$ cat config.mk
export PLATFORM = sky130hd
export DESIGN_NAME = srrd_fifo
export DESIGN_NICKNAME = d
export VERILOG_FILES = /design/src/srrd_pkg.sv /design/src/srrd_fifo.sv
export SDC_FILE = /design/constraint.sdc
export NUM_CORES = 1
export LEC_CHECK = 0
export BUFFER_PORTS_ARGS = -buffer_cell sky130_fd_sc_hd__buf_2
export CORE_ASPECT_RATIO = 0.8
export CORE_MARGIN = 4
export CORE_UTILIZATION = 55
export DETAILED_ROUTE_END_ITERATION = 7
export PLACE_DENSITY_LB_ADDON = 0.12
export SLEW_MARGIN = 15
export SYNTH_ARGS = -nofsm -noshare
export SYNTH_HDL_FRONTEND = slang
export SYNTH_SLANG_ARGS = --single-unit
export TNS_END_PERCENT = 1
$ cat constraint.sdc
create_clock -name clk -period 11.3 [get_ports clk]
set_input_delay 1.13 -clock clk [delete_from_list [all_inputs] [get_ports clk]]
set_output_delay 1.13 -clock clk [all_outputs]
set_load 0.01 [all_outputs]
$ cat src/srrd_pkg.sv
// shared types and constants of the row run star detector
`timescale 1ns / 1ps
package srrd_pkg;

  localparam int MAX_WIDTH_DEF   = 4096;
  localparam int SAMPLE_BITS_DEF = 16;
  // widest column index over the whole MAX_WIDTH range
  localparam int COL_MAX_BITS    = 14;

  localparam logic [1:0] REG_IMAGE_WIDTH   = 2'd0;
  localparam logic [1:0] REG_BLACK_LEVEL   = 2'd1;
  localparam logic [1:0] REG_THRESHOLD     = 2'd2;
  localparam logic [1:0] REG_MIN_RUN_WIDTH = 2'd3;

  localparam logic [39:0] WSUM_MAX = {40{1'b1}};
  localparam logic [27:0] FLUX_MAX = {28{1'b1}};
  localparam logic [12:0] WCNT_MAX = {13{1'b1}};

  typedef struct packed {
    logic [15:0] sample;
    logic        frame_start;
  } in_t;

  typedef struct packed {
    logic [11:0] center_col;
    logic [11:0] row_index;
    logic [12:0] run_width;
    logic [27:0] run_flux;
    logic [15:0] center_value;
  } out_t;

  // closed run handed from front to back
  typedef struct packed {
    logic [39:0]             wsum;
    logic [27:0]             flux;
    logic [12:0]             width;
    logic [11:0]             row;
    logic [COL_MAX_BITS-1:0] last_col;
  } job_t;

endpackage

$ cat src/srrd_fifo.sv
// two entry queue of closed runs
`timescale 1ns / 1ps
module srrd_fifo
  import srrd_pkg::*;
(
  input  logic clk,
  input  logic rst_n,
  input  logic push,
  input  job_t push_data,
  input  logic pop,
  output job_t pop_data,
  output logic empty,
  output logic full
);
  job_t       mem_r [2];
  logic       wptr_r, wptr_nxt;
  logic       rptr_r, rptr_nxt;
  logic [1:0] cnt_r, cnt_nxt;

  assign empty    = (cnt_r == 2'd0);
  assign full     = (cnt_r == 2'd2);
  assign pop_data = mem_r[rptr_r];

  always_comb begin
    wptr_nxt = wptr_r;
    rptr_nxt = rptr_r;
    cnt_nxt  = cnt_r;
    if (push && !full) begin
      wptr_nxt = ~wptr_r;
      cnt_nxt  = cnt_nxt + 2'd1;
    end
    if (pop && !empty) begin
      rptr_nxt = ~rptr_r;
      cnt_nxt  = cnt_nxt - 2'd1;
    end
  end

  always_ff @(posedge clk) begin
    if (!rst_n) begin
      wptr_r <= 1'b0;
      rptr_r <= 1'b0;
      cnt_r  <= 2'd0;
    end else begin
      wptr_r <= wptr_nxt;
      rptr_r <= rptr_nxt;
      cnt_r  <= cnt_nxt;
    end
  end

  always_ff @(posedge clk) begin
    if (push && !full) begin
      mem_r[wptr_r] <= push_data;
    end
  end
endmodule

==> results.py <==
metrics = {
    "outcome": {
        "status": "complete, no violations",
    },
    "place": {
        "numPlacedInstances": 760,
        "dpl_worst_slack_ns": 7.725,
        "hpwl_um": 9692,
        "placement.io_buffers": 219,
        "place_congestion": 0.7354,
    },
    "worst_setup_path": {
        "critPathCaptureType": "output pin",
        "cp.arrival_ns": 2.72,
        "cp_max_fo": 65,
        "start_kind": "flop",
        "required_ns": 10.17,
        "worst-setup-path-type": "flop to output pin",
    },
    "synthesis": {
        "synth_cells": 366,
        "synth_seq_cells": 219,
        "synth_edf_count": 214,
        "async_reset_ff_share_pct": 0,
        "netlist.area_leader.share_pct": 79.09,
        "synthAdderAreaFrac_pct": 0.3080,
        "synth_top_family_by_area": "multiplexers",
        "yosysTopAreaCell": "edfxtp_1",
        "yosysSeqAreaShare_pct": 80.32,
        "syn-num-nets": 479,
        "ys_top_cells_by_count": "214 x edfxtp_1, 77 x mux2_2, 30 x mux2_4",
        "netlist-cell-type-count": 24,
        "synth_mux_area_share_pct": 16.46,
        "synth_compound_area_share_pct": 0.1848,
        "synthesis.yosys.warnings": 0,
        "ys.flop_type": "edfxtp_1",
        "synth-simple-area-share_pct": 1.186,
        "syn_area_per_cell_um2": 22.20,
        "synth_xor_area_share_pct": 0.2156,
        "yosys-top-cells-area": "edfxtp_1 79%, mux2_2 11%, mux2_4 5.5%",
        "netlist_area_mm2": 0.008125,
        "yosysMostFrequentCell": "edfxtp_1",
    },
    "layout": {
        "antenna_cells": 0,
        "fillers": 942,
        "register_area_mm2": 0.006530,
        "multi_input_area_mm2": 0.001506,
        "drive_gt1_share_pct": 59.35,
        "syn_to_final_growth_pct": 24.39,
        "fin_cells": 799,
        "nets": 713,
    },
    "clock_tree": {
        "insertion_delay_ns": 0.49,
        "htreeDepth": 1,
        "cts_setup_buffers": 0,
        "cts.sinks": 219,
        "cts-resized-gates": 0,
        "cts_buffers": 22,
        "clk_path_buf_depth": 3,
        "cts_tree": "built",
        "ctsRootBufferMaster": "clkbuf_16",
        "clk_pin_slew_ns": 0.06,
        "hold_buffers": 0,
    },
    "pwr": {
        "p_leak_uw": 0.003858,
        "p_per_area_mw_per_mm2": 227.5,
        "finalPower_uw": 2300,
        "ir_drop_v": 0.0001429,
    },
    "timing": {
        "max_freq_mhz": 259.5,
        "setup_violations": 0,
        "maxSlewViolCount": 0,
        "finalCritPeriodShare_pct": 34.10,
        "tightestPinTransition_ns": 1.076,
        "finalWorstSetupSlack_ns": 7.447,
        "clock_skew_ns": 0.01030,
        "slew_headroom_pct": 28.24,
        "hold_slack_ns": 0.5284,
        "min_period_ns": 3.853,
        "rsz0062_at_grt": "no",
        "fin_tns_setup_ns": 0,
        "final_hold_viol_count": 0,
    },
    "floorplan": {
        "ios": 220,
        "core-area_mm2": 0.01440,
        "initial_utilization_pct": 56.45,
        "die_x_um": 143.9,
        "rows": 39,
        "dieArea_mm2": 0.01679,
        "fp.dieH_um": 116.7,
    },
    "detailed_routing": {
        "ant_nets": 0,
        "vias_per_cell": 5.120,
        "drt_iter0_drc": 210,
        "firstDrtPassIters": 4,
        "wire_per_inst_um": 18.45,
        "drc": 0,
        "num_vias": 4091,
        "totalWireLength_um": 14740,
    },
    "global_routing": {
        "antenna_found_initial": 1,
        "grt_max_degree": 80,
        "grt_overflow": 0,
        "grt_pass1_wl_um": 21850,
        "grt_pass1_vias": 4201,
        "grtUsageTotal_pct": 16.89,
    },
    "run": {
        "max_cap_violations": 0,
    },
    "hold_path": {
        "min-delay-path-class": "flop to flop",
    },
}
[final timing paths]
check	depth (start not counted)	slack [ns]	startpoint	end
setup reg to reg	5	8.17	cnt_r[0]	mem_r[0][36]
hold reg to reg	2	0.53	cnt_r[1]	cnt_r[1]
hold / removal	2	0.53	cnt_r[1]	cnt_r[1]
setup / recovery	3	7.45	flop	pop_data[62]
[cells by family after synthesis]
family,after synthesis
AOI/OAI and AO/OA,2
xor gates and xnor gates,2
adders and majority gates,2
buffers and inverters,16
DFF,219
muxes,109
and+or+nand+nor,16
[sequential cells by signal, indices dropped and copies added (netlist names), named ones only]
signal and count:
cnt_r 2, mem_r 214, rptr_r 1, wptr_r 1
[layout by cell type (no fill, tap or decap), types with 3 or more instances in the layout]
cell,Yosys,routed
buf_2,8,219
edfxtp_1,214,214
mux2_2,77,77
mux2_4,30,30
clkbuf_16,0,23
clkinv_2,0,6
clkbuf_1,0,4
dfxtp_1,5,4
buf_4,0,4
inv_1,3,3
clkinv_1,0,3
[area by class of cell]
cell class | instances | share of cell area (%)
Inverter | 3 | 0.1114
Sequential cell | 219 | 64.61
Multi-Input combinational cell | 131 | 14.90
Tap cell | 184 | 2.278
Clock buffer | 27 | 5.843
Timing Repair Buffer | 223 | 11.14
Clock inverter | 12 | 1.114
[where the power goes]
group | leakage (uW) | total [uW] | switching, uW | internal, uW
clock | 0.000351 | 700 | 283 | 418
sequential | 0.00204 | 1060 | 49.1 | 1010
combinational | 0.00147 | 535 | 269 | 266
[worst max-delay path: stages, from the launching register on]
cell	delay [ns]
dfxtp_4	0.78
buf_4	0.83
mux2_2	0.43
buf_2	0.14
[metrics by stage]
step / utilization [%] / instance area, um^2
floorplan: - / 8125
finish: 70.21 / 10110
global placement: 65.33 / 9404
global route: 70.21 / 10110
CTS: 70.21 / 10110
detailed placement: 65.33 / 9404
[per-layer routing]
metal	vias up	global-route usage [%]	wire (um)
li1	1917	-	-
met1	1972	21.66	5770
met2	167	28.24	7220
met3	33	5.526	1409
met4	2	4.329	327
met5	-	0	13
(Power assumes the default switching activity.)
