## src/srrd_pkg.sv

```systemverilog
// shared types and constants of the row run star detector
`timescale 1ns / 1ps
package srrd_pkg;

  localparam int MAX_WIDTH_DEF   = 4096;
  localparam int SAMPLE_BITS_DEF = 16;
  // widest column index over the whole MAX_WIDTH range
  localparam int COL_MAX_BITS    = 14;

  localparam logic [1:0] REG_IMAGE_WIDTH   = 2'd0;
  localparam logic [1:0] REG_BLACK_LEVEL   = 2'd1;
  localparam logic [1:0] REG_THRESHOLD     = 2'd2;
  localparam logic [1:0] REG_MIN_RUN_WIDTH = 2'd3;

  localparam logic [39:0] WSUM_MAX = {40{1'b1}};
  localparam logic [27:0] FLUX_MAX = {28{1'b1}};
  localparam logic [12:0] WCNT_MAX = {13{1'b1}};

  typedef struct packed {
    logic [15:0] sample;
    logic        frame_start;
  } in_t;

  typedef struct packed {
    logic [11:0] center_col;
    logic [11:0] row_index;
    logic [12:0] run_width;
    logic [27:0] run_flux;
    logic [15:0] center_value;
  } out_t;

  // closed run handed from front to back
  typedef struct packed {
    logic [39:0]             wsum;
    logic [27:0]             flux;
    logic [12:0]             width;
    logic [11:0]             row;
    logic [COL_MAX_BITS-1:0] last_col;
  } job_t;

endpackage

```

## src/srrd_front.sv

```systemverilog
// pixel front end: black correction, row store write, run accumulation
`timescale 1ns / 1ps
module srrd_front
  import srrd_pkg::*;
#(
  parameter int MAX_WIDTH   = MAX_WIDTH_DEF,
  parameter int SAMPLE_BITS = SAMPLE_BITS_DEF
) (
  input  logic                         clk,
  input  logic                         rst_n,
  input  logic                         cfg_we,
  input  logic [1:0]                   cfg_index,
  input  logic [16:0]                  cfg_wdata,
  input  logic                         accept,
  input  in_t                          pix,
  output logic                         ram_we,
  output logic [$clog2(MAX_WIDTH)-1:0] ram_waddr,
  output logic [SAMPLE_BITS-1:0]       ram_wdata,
  output logic                         job_push,
  output job_t                         job
);
  localparam int AW = $clog2(MAX_WIDTH);
  localparam int EW = 21;

  logic [12:0] image_width_r, min_run_width_r;
  logic [15:0] black_level_r;
  logic [16:0] threshold_r;

  logic [AW-1:0] col_r, col_nxt;
  logic [11:0]   row_r, row_nxt;
  logic [39:0]   ws_r, ws_nxt;
  logic [27:0]   fl_r, fl_nxt;
  logic [12:0]   wc_r, wc_nxt;
  logic [1:0]    dc_r, dc_nxt;

  logic [AW-1:0]          col;
  logic [11:0]            row;
  logic [39:0]            ws_b;
  logic [27:0]            fl_b;
  logic [12:0]            wc_b;
  logic [1:0]             dc_b;
  logic [EW-1:0]          raw, blk;
  logic [SAMPLE_BITS-1:0] v;
  logic [AW+SAMPLE_BITS-1:0] prod;
  logic [40:0]            ws_add;
  logic [28:0]            fl_add;
  logic [39:0]            ws_sat;
  logic [27:0]            fl_sat;
  logic [12:0]            wc_inc;
  logic [14:0]            eff_width;
  logic                   close_run;

  always_ff @(posedge clk) begin
    if (!rst_n) begin
      image_width_r   <= 13'd640;
      black_level_r   <= 16'd0;
      threshold_r     <= 17'd64;
      min_run_width_r <= 13'd5;
    end else if (cfg_we) begin
      case (cfg_index)
        REG_IMAGE_WIDTH:   image_width_r   <= cfg_wdata[12:0];
        REG_BLACK_LEVEL:   black_level_r   <= cfg_wdata[15:0];
        REG_THRESHOLD:     threshold_r     <= cfg_wdata;
        REG_MIN_RUN_WIDTH: min_run_width_r <= cfg_wdata[12:0];
        default: ;
      endcase
    end
  end

  always_comb begin
    col  = pix.frame_start ? '0 : col_r;
    row  = pix.frame_start ? 12'd0 : row_r;
    ws_b = (col == '0) ? 40'd0 : ws_r;
    fl_b = (col == '0) ? 28'd0 : fl_r;
    wc_b = (col == '0) ? 13'd0 : wc_r;
    dc_b = (col == '0) ? 2'd0 : dc_r;

    raw = EW'(SAMPLE_BITS'(pix.sample));
    blk = EW'(black_level_r);
    v   = (raw > blk) ? SAMPLE_BITS'(raw - blk) : '0;

    prod   = AW'(col) * v;
    ws_add = 41'(ws_b) + 41'(prod);
    fl_add = 29'(fl_b) + 29'(v);
    ws_sat = ws_add[40] ? WSUM_MAX : ws_add[39:0];
    fl_sat = fl_add[28] ? FLUX_MAX : fl_add[27:0];
    wc_inc = (wc_b == WCNT_MAX) ? wc_b : wc_b + 13'd1;

    ws_nxt    = ws_b;
    fl_nxt    = fl_b;
    wc_nxt    = wc_b;
    dc_nxt    = dc_b;
    close_run = 1'b0;
    if (EW'(v) >= EW'(threshold_r)) begin
      dc_nxt = 2'd0;
      ws_nxt = ws_sat;
      fl_nxt = fl_sat;
      wc_nxt = wc_inc;
    end else if (wc_b != 13'd0 && dc_b <= 2'd2) begin
      dc_nxt = dc_b + 2'd1;
      ws_nxt = ws_sat;
      fl_nxt = fl_sat;
      wc_nxt = wc_inc;
    end else if (wc_b != 13'd0) begin
      close_run = 1'b1;
      ws_nxt    = 40'd0;
      fl_nxt    = 28'd0;
      wc_nxt    = 13'd0;
      dc_nxt    = 2'd0;
    end

    // out of range widths fold to 1 or MAX_WIDTH
    if (image_width_r == 13'd0) begin
      eff_width = 15'd1;
    end else if (32'(image_width_r) > MAX_WIDTH) begin
      eff_width = 15'(MAX_WIDTH);
    end else begin
      eff_width = 15'(image_width_r);
    end
    if (16'(col) + 16'd1 >= 16'(eff_width)) begin
      col_nxt = '0;
      row_nxt = row + 12'd1;
    end else begin
      col_nxt = col + AW'(1);
      row_nxt = row;
    end
  end

  assign ram_we    = accept;
  assign ram_waddr = col;
  assign ram_wdata = v;
  assign job_push  = accept && close_run && (wc_b >= min_run_width_r);

  always_comb begin
    job.wsum     = ws_b;
    job.flux     = fl_b;
    job.width    = wc_b;
    job.row      = row;
    job.last_col = COL_MAX_BITS'((col == '0) ? col : col - AW'(1));
  end

  always_ff @(posedge clk) begin
    if (!rst_n) begin
      col_r <= '0;
      row_r <= 12'd0;
      ws_r  <= 40'd0;
      fl_r  <= 28'd0;
      wc_r  <= 13'd0;
      dc_r  <= 2'd0;
    end else if (accept) begin
      col_r <= col_nxt;
      row_r <= row_nxt;
      ws_r  <= ws_nxt;
      fl_r  <= fl_nxt;
      wc_r  <= wc_nxt;
      dc_r  <= dc_nxt;
    end
  end
endmodule

```

## config.mk

```make
export PLATFORM = sky130hd
export DESIGN_NAME = srrd_front
export DESIGN_NICKNAME = d
export VERILOG_FILES = /design/src/srrd_pkg.sv /design/src/srrd_front.sv
export SDC_FILE = /design/constraint.sdc
export NUM_CORES = 1
export LEC_CHECK = 0
export BUFFER_PORTS_ARGS = -buffer_cell sky130_fd_sc_hd__buf_2
export CAP_MARGIN = 20
export CORE_AREA = 8 8 191 193
export DETAILED_ROUTE_END_ITERATION = 6
export DIE_AREA = 0 0 199 201
export GPL_ROUTABILITY_DRIVEN = 0
export GPL_TIMING_DRIVEN = 1
export HOLD_SLACK_MARGIN = 0.03
export PLACE_DENSITY = 0.74
export REMOVE_ABC_BUFFERS = 1
export SLEW_MARGIN = 25
export SYNTH_ARGS = -nofsm -noshare
export SYNTH_HDL_FRONTEND = slang
export SYNTH_SLANG_ARGS = --single-unit
```

## constraint.sdc

```tcl
create_clock -name clk -period 9.7 [get_ports clk]
set_clock_uncertainty 0.1 [all_clocks]
set_input_delay 0.97 -clock clk [delete_from_list [all_inputs] [get_ports clk]]
set_output_delay 0.97 -clock clk [all_outputs]
set_load 0.005 [all_outputs]
```

==> results.yml, run 1 <==
synthesis:
  syn_inst: 2388
  synth_area_leaders: "fa_1, dfxtp_1, ha_1"
  synth-edff-count: 0
  synth_seq_cells: 166
  ys_async_sr_fraction_pct: 0
  ys_types: 92
  ys_seq_area_share_pct: 18.33
  avgSynthCellArea_um2: 7.593
  synth_top_area_cell: "fa_1"
  yosysTopAreaCellShare_pct: 18.66
  synthFlopType: "dfxtp_1"
  netlist_area_um2: 18130
  yosys_warnings: 0
placed_design:
  io_buffers: 174
  place_inst: 2943
  placed_area_um2: 19390
  dp_hpwl_um: 44240
timing:
  finalCritPeriodShare_pct: 95.23
  slew_headroom_pct: 35.07
  setup_tns_ns: 0
  layout_min_cycle_time_ns: 9.237
  fmaxAchievable_mhz: 108.3
  hold_viol_final: 0
  finalSetupViolations: 0
  worst_slew_pin_slew_ns: 0.9739
  drv_slew: 0
  fin_hold_ws_ns: 0.3478
  rsz0062_at_grt: "no"
floorplan:
  rows: 67
  core_um2: 33280
  pin_count: 177
  die_w_um: 199
  dieArea_um2: 40000
  dieHeight_um: 201
  start_util_pct: 54.48
grt:
  first_global_vias: 17168
  antenna_found_initial: 0
  grt_start_max_net_pins: 82
  track_usage_pct: 29.01
  grt_overflow: 0
  grt_pass1_wl_um: 92190
clock_network:
  h-tree-depth: 4
  ctsLongestPathBuffers: 2
  clock_latency_ns: 0.47
  cts_root_buf: "clkbuf_16"
  numCtsBuffers: 17
  cts.sinks: 166
  cts_tree: "yes"
  cts.reportedPaths.clkPinSlew_ns: 0.07
drt:
  drtPass1Iterations: 5
  vias: 17297
  detail_route.iter0.violations: 1355
  viasPerCell: 5.814
  drcViolationCount: 0
  routed_wl_um: 58150
  routed_wire_length_per_instance_um: 19.55
  ant_nets: 0
power_and_ir_drop:
  p_per_area_nw_per_um2: 95.52
  p_leak_nw: 9.706
  peakVddDrop_mv: 0.1428
final_layout:
  antenna-diode-count: 0
  final_area_um2: 20030
  seq_area_um2: 3323
  final_cell_mix: "nand2_1, inv_1, a21oi_1, nor2_1, buf_2"
  layout-drive-gt1-share_pct: 11.59
  final_common_cell: "nand2_1"
  fin_nets: 2875
  areaGrowthSynthToFinish_pct: 10.45
  final_cell_count_no_fill: 2975
  multi_input_area_um2: 13020
  n_fill_cell: 3054
critical_path:
  cp_data_required_time_ns: 9.96
  critPathKind: "in2reg"
  cpPeakStageDelay_ns: 0.59
  start_kind: "primary input"
  critical_path_arrival_ns: 9.50
  end_kind: "flip-flop"
  crit_slowest_cell: "fa_1"
  path_common_cell: "fa_1"
  critPathMaxFanout: 11
run:
  drv_cap: 0
run_status:
  status: "completed"
hold_path:
  worstHoldPathType: "reg2reg"
## power by group
group / switching, mW / internal, mW
logic: 0.324 / 0.145
registers: 0.0116 / 0.700
clock network: 0.360 / 0.372
## final timing paths
check / from / end / cells past startpoint / slack, ns
worst max-delay path: pix[1] / ws_r[37] / 33 / 0.46
worst min-delay path: ws_r[15] / ws_r[15] / 2 / 0.35
worst max register to register: black_level_r[0] / ws_r[37] / 31 / 0.75
worst min register to register: ws_r[15] / ws_r[15] / 2 / 0.35
## registers in the layout (all words and copies together) (netlist names)
| name | cells |
|---|---|
| image_width_r | 13 |
| fl_r | 28 |
| dc_r | 2 |
| black_level_r | 16 |
| wc_r | 13 |
| row_r | 12 |
| ws_r | 40 |
| col_r | 12 |
| threshold_r | 17 |
| min_run_width_r | 13 |
## routing by layer
metal | share of wire (%) | global-route usage [%] | vias up
met4 | 6.4 | 18.29 | 0
met2 | 45 | 45.42 | 854
met5 | 0 | 0 | -
met1 | 40 | 36.04 | 8189
met3 | 8.8 | 5.817 | 201
li1 | - | - | 8053
## synthesized netlist by cell type (20+ instances only)
master and instances:
nand2_1 402, inv_1 356, a21oi_1 192, nor2_1 182, fa_1 169, dfxtp_1 166, ha_1 152, o21ai_0 98
clkbuf_1 67, and2_1 63, nand3_1 62, xnor2_1 42, nor3_1 36, a21o_1 31, nor2b_1 26, nand4_1 23
nand2b_1 20
## what timing repair did
item / 4_1_cts / 5_1_grt
setup buffers: 0 / 0
resized for setup: 0 / 5
hold buffers: 0 / 0
endpoints found under the setup margin: 0 / 5
hold endpoints to repair: 0 / 0
## layout make-up
cell class | instances | share of cell area [%]
repair buffers | 210 | 5.698
multi-input cells | 1756 | 65.01
clock buffers | 17 | 2.124
inverters | 363 | 6.854
flip-flops and latches | 166 | 16.59
clock inverters | 15 | 0.9184
well taps | 448 | 2.799
## critical path, delay by kind of cell
family,cells,cell delay [ns]
adders and majority gates,8,3.63
muxes,1,0.15
buffers and inverters,7,0.81
AOI/OAI and AO/OA,7,1.77
and+or+nand+nor,10,2.14
## logic make-up after synthesis
group	after synthesis	synth area share [%]
AO/OA/AOI/OAI	470	16.18
XOR/XNOR	61	2.947
adder cells (fa/ha/maj)	321	29.15
buffers and inverters	467	10.05
flip-flops	166	18.33
multiplexers	12	0.6625
other	1	0.02068
AND/OR/NAND/NOR	890	22.66
## metrics by stage
stage	total power [mW]	setup slack, ns	utilization (%)
5_1_grt	1.981	0.01784	60.18
3_3_place_gp	1.169	0.3004	58.26
3_5_place_dp	1.181	0.005580	58.27
4_1_cts	1.905	0.4306	60.10
2_1_floorplan	0.9944	0.6552	-
6_report	1.913	0.4631	60.18
Note: power is estimated with default switching activity, not from simulation.
==> run 2: changes to the inputs <==
Clock period 9.7 ns to 10.26 ns, I/O delays scaled along.
==> run 2 against run 1 <==
Net effect:
- final area fell by 0.77%
- highest routed layer is now met5
- worst hold slack hardly changed
- total power shrank 7.2%
- critical path type unchanged
- clock-buffer cell count unchanged
==> results.yml, run 2 (synthesized netlist as in run 1, its figures left out) <==
hold_path:
  hp-start: "fl_r[6]"
  worstHoldPathType: "reg2reg"
critical_path:
  start_kind: "primary input"
  critPathMaxFanout: 11
  critPathKind: "in2reg"
  end_kind: "flip-flop"
  r2r_start: "black_level_r[0]"
  startpoint: "pix[1]"
  critical_path.top_delay_family: "adder cells"
  cp_data_required_time_ns: 10.51
  path_common_cell: "fa_1"
  critical_path_buf_inv_count: 6
  critical_path_arrival_ns: 9.72
  cpPeakStageDelay_ns: 0.55
  rrSetupSlack_ns: 1.13
  crit_slowest_cell: "fa_1"
placed_design:
  place_inst: 2924
  dp_hpwl_um: 43590
  io_buffers: 174
  placed_area_um2: 19250
  dp_slack_ns: 0.1941
final_layout:
  largest_reg_flops: 40
  final_area_um2: 19870
  final_cell_count_no_fill: 2956
  layout-drive-gt1-share_pct: 10.81
  final_util_pct: 59.71
  n_fill_cell: 3054
  fin_nets: 2856
  final_common_cell: "nand2_1"
  largest-register: "ws_r"
  top_regs: "ws_r (40), fl_r (28), threshold_r (17)"
  antenna-diode-count: 0
  areaGrowthSynthToFinish_pct: 9.606
  final_cell_mix: "nand2_1, inv_1, a21oi_1, nor2_1, buf_2"
drt:
  routed_wire_length_per_instance_um: 19.08
  ant_nets: 0
  routed_wl_um: 56390
  detail_route.iter0.violations: 1426
  vias: 17241
  viasPerCell: 5.833
  drtPass1Iterations: 7
  drcViolationCount: 0
timing:
  rsz0062_at_grt: "no"
  layout_min_cycle_time_ns: 9.462
  fin_hold_ws_ns: 0.3476
  worst_slew_pin_slew_ns: 1.012
  drv_slew: 0
  finalSetupViolations: 0
  finalCritPeriodShare_pct: 92.22
  setup_tns_ns: 0
  layout_setup_ws_ns: 0.7982
  fmaxAchievable_mhz: 105.7
  slew_headroom_pct: 32.54
  hold_viol_final: 0
floorplan:
  rows: 67
  dieHeight_um: 201
  pin_count: 177
  die_w_um: 199
  core_um2: 33280
  start_util_pct: 54.48
  dieArea_um2: 40000
grt:
  grt_start_max_net_pins: 92
  antenna_found_initial: 1
  track_usage_pct: 28.47
  grt_overflow: 0
  grt_pass1_wl_um: 91340
  first_global_vias: 17402
power_and_ir_drop:
  p_leak_nw: 9.612
  power_mw: 1.775
  peakVddDrop_mv: 0.1229
  p_per_area_nw_per_um2: 89.32
clock_network:
  cts.reportedPaths.clkPinSlew_ns: 0.08
  h-tree-depth: 4
  ctsLongestPathBuffers: 2
  cts.sinks: 166
  cts_tree: "yes"
  numCtsBuffers: 17
  clock_latency_ns: 0.46
  hold_buffers: 0
  cts_root_buf: "clkbuf_16"
run:
  drv_cap: 0
run_status:
  status: "completed"
run 2: layout make-up:
cell class | instances | area, um^2 | area share (%)
clock buffer | 17 | 425.4 | 2.141
clock inverter | 15 | 187.7 | 0.9444
inverter | 363 | 1369 | 6.888
multi-input combinational | 1756 | 13010 | 65.46
sequential | 166 | 3323 | 16.72
tap | 448 | 560.5 | 2.821
timing repair buffer | 191 | 998.5 | 5.024
run 2: final timing paths:
check | end | depth (start not counted)
hold / removal | fl_r[6] | 2
hold reg to reg | fl_r[6] | 2
setup / recovery | ws_r[29] | 32
setup reg to reg | ws_r[29] | 30
run 2: tightest hold or removal path, cell delays in order, from the launching register on:
cell     delay (ns)
dfxtp_1        0.31
nand2_1        0.05
a21oi_1        0.05
run 2: what timing repair did:
item                                    4_1_cts  5_1_grt
setup buffers                                 0        0
gates resized for setup                       0        2
endpoints found under the setup margin        0        1
run 2: where the power goes:
part	switching, mW	internal [mW]	total [mW]
Combinational	0.297	0.127	0.424
Clock	0.348	0.331	0.678
Sequential	0.0105	0.662	0.672
Total	0.655	1.12	1.78
run 2: routing by layer:
layer	share of wire, %	vias up	track usage, %
li1	-	8016	-
met1	40	8226	36.07
met2	47	848	46.72
met3	8.3	149	4.627
met4	4.4	2	13.26
met5	0.023	-	0
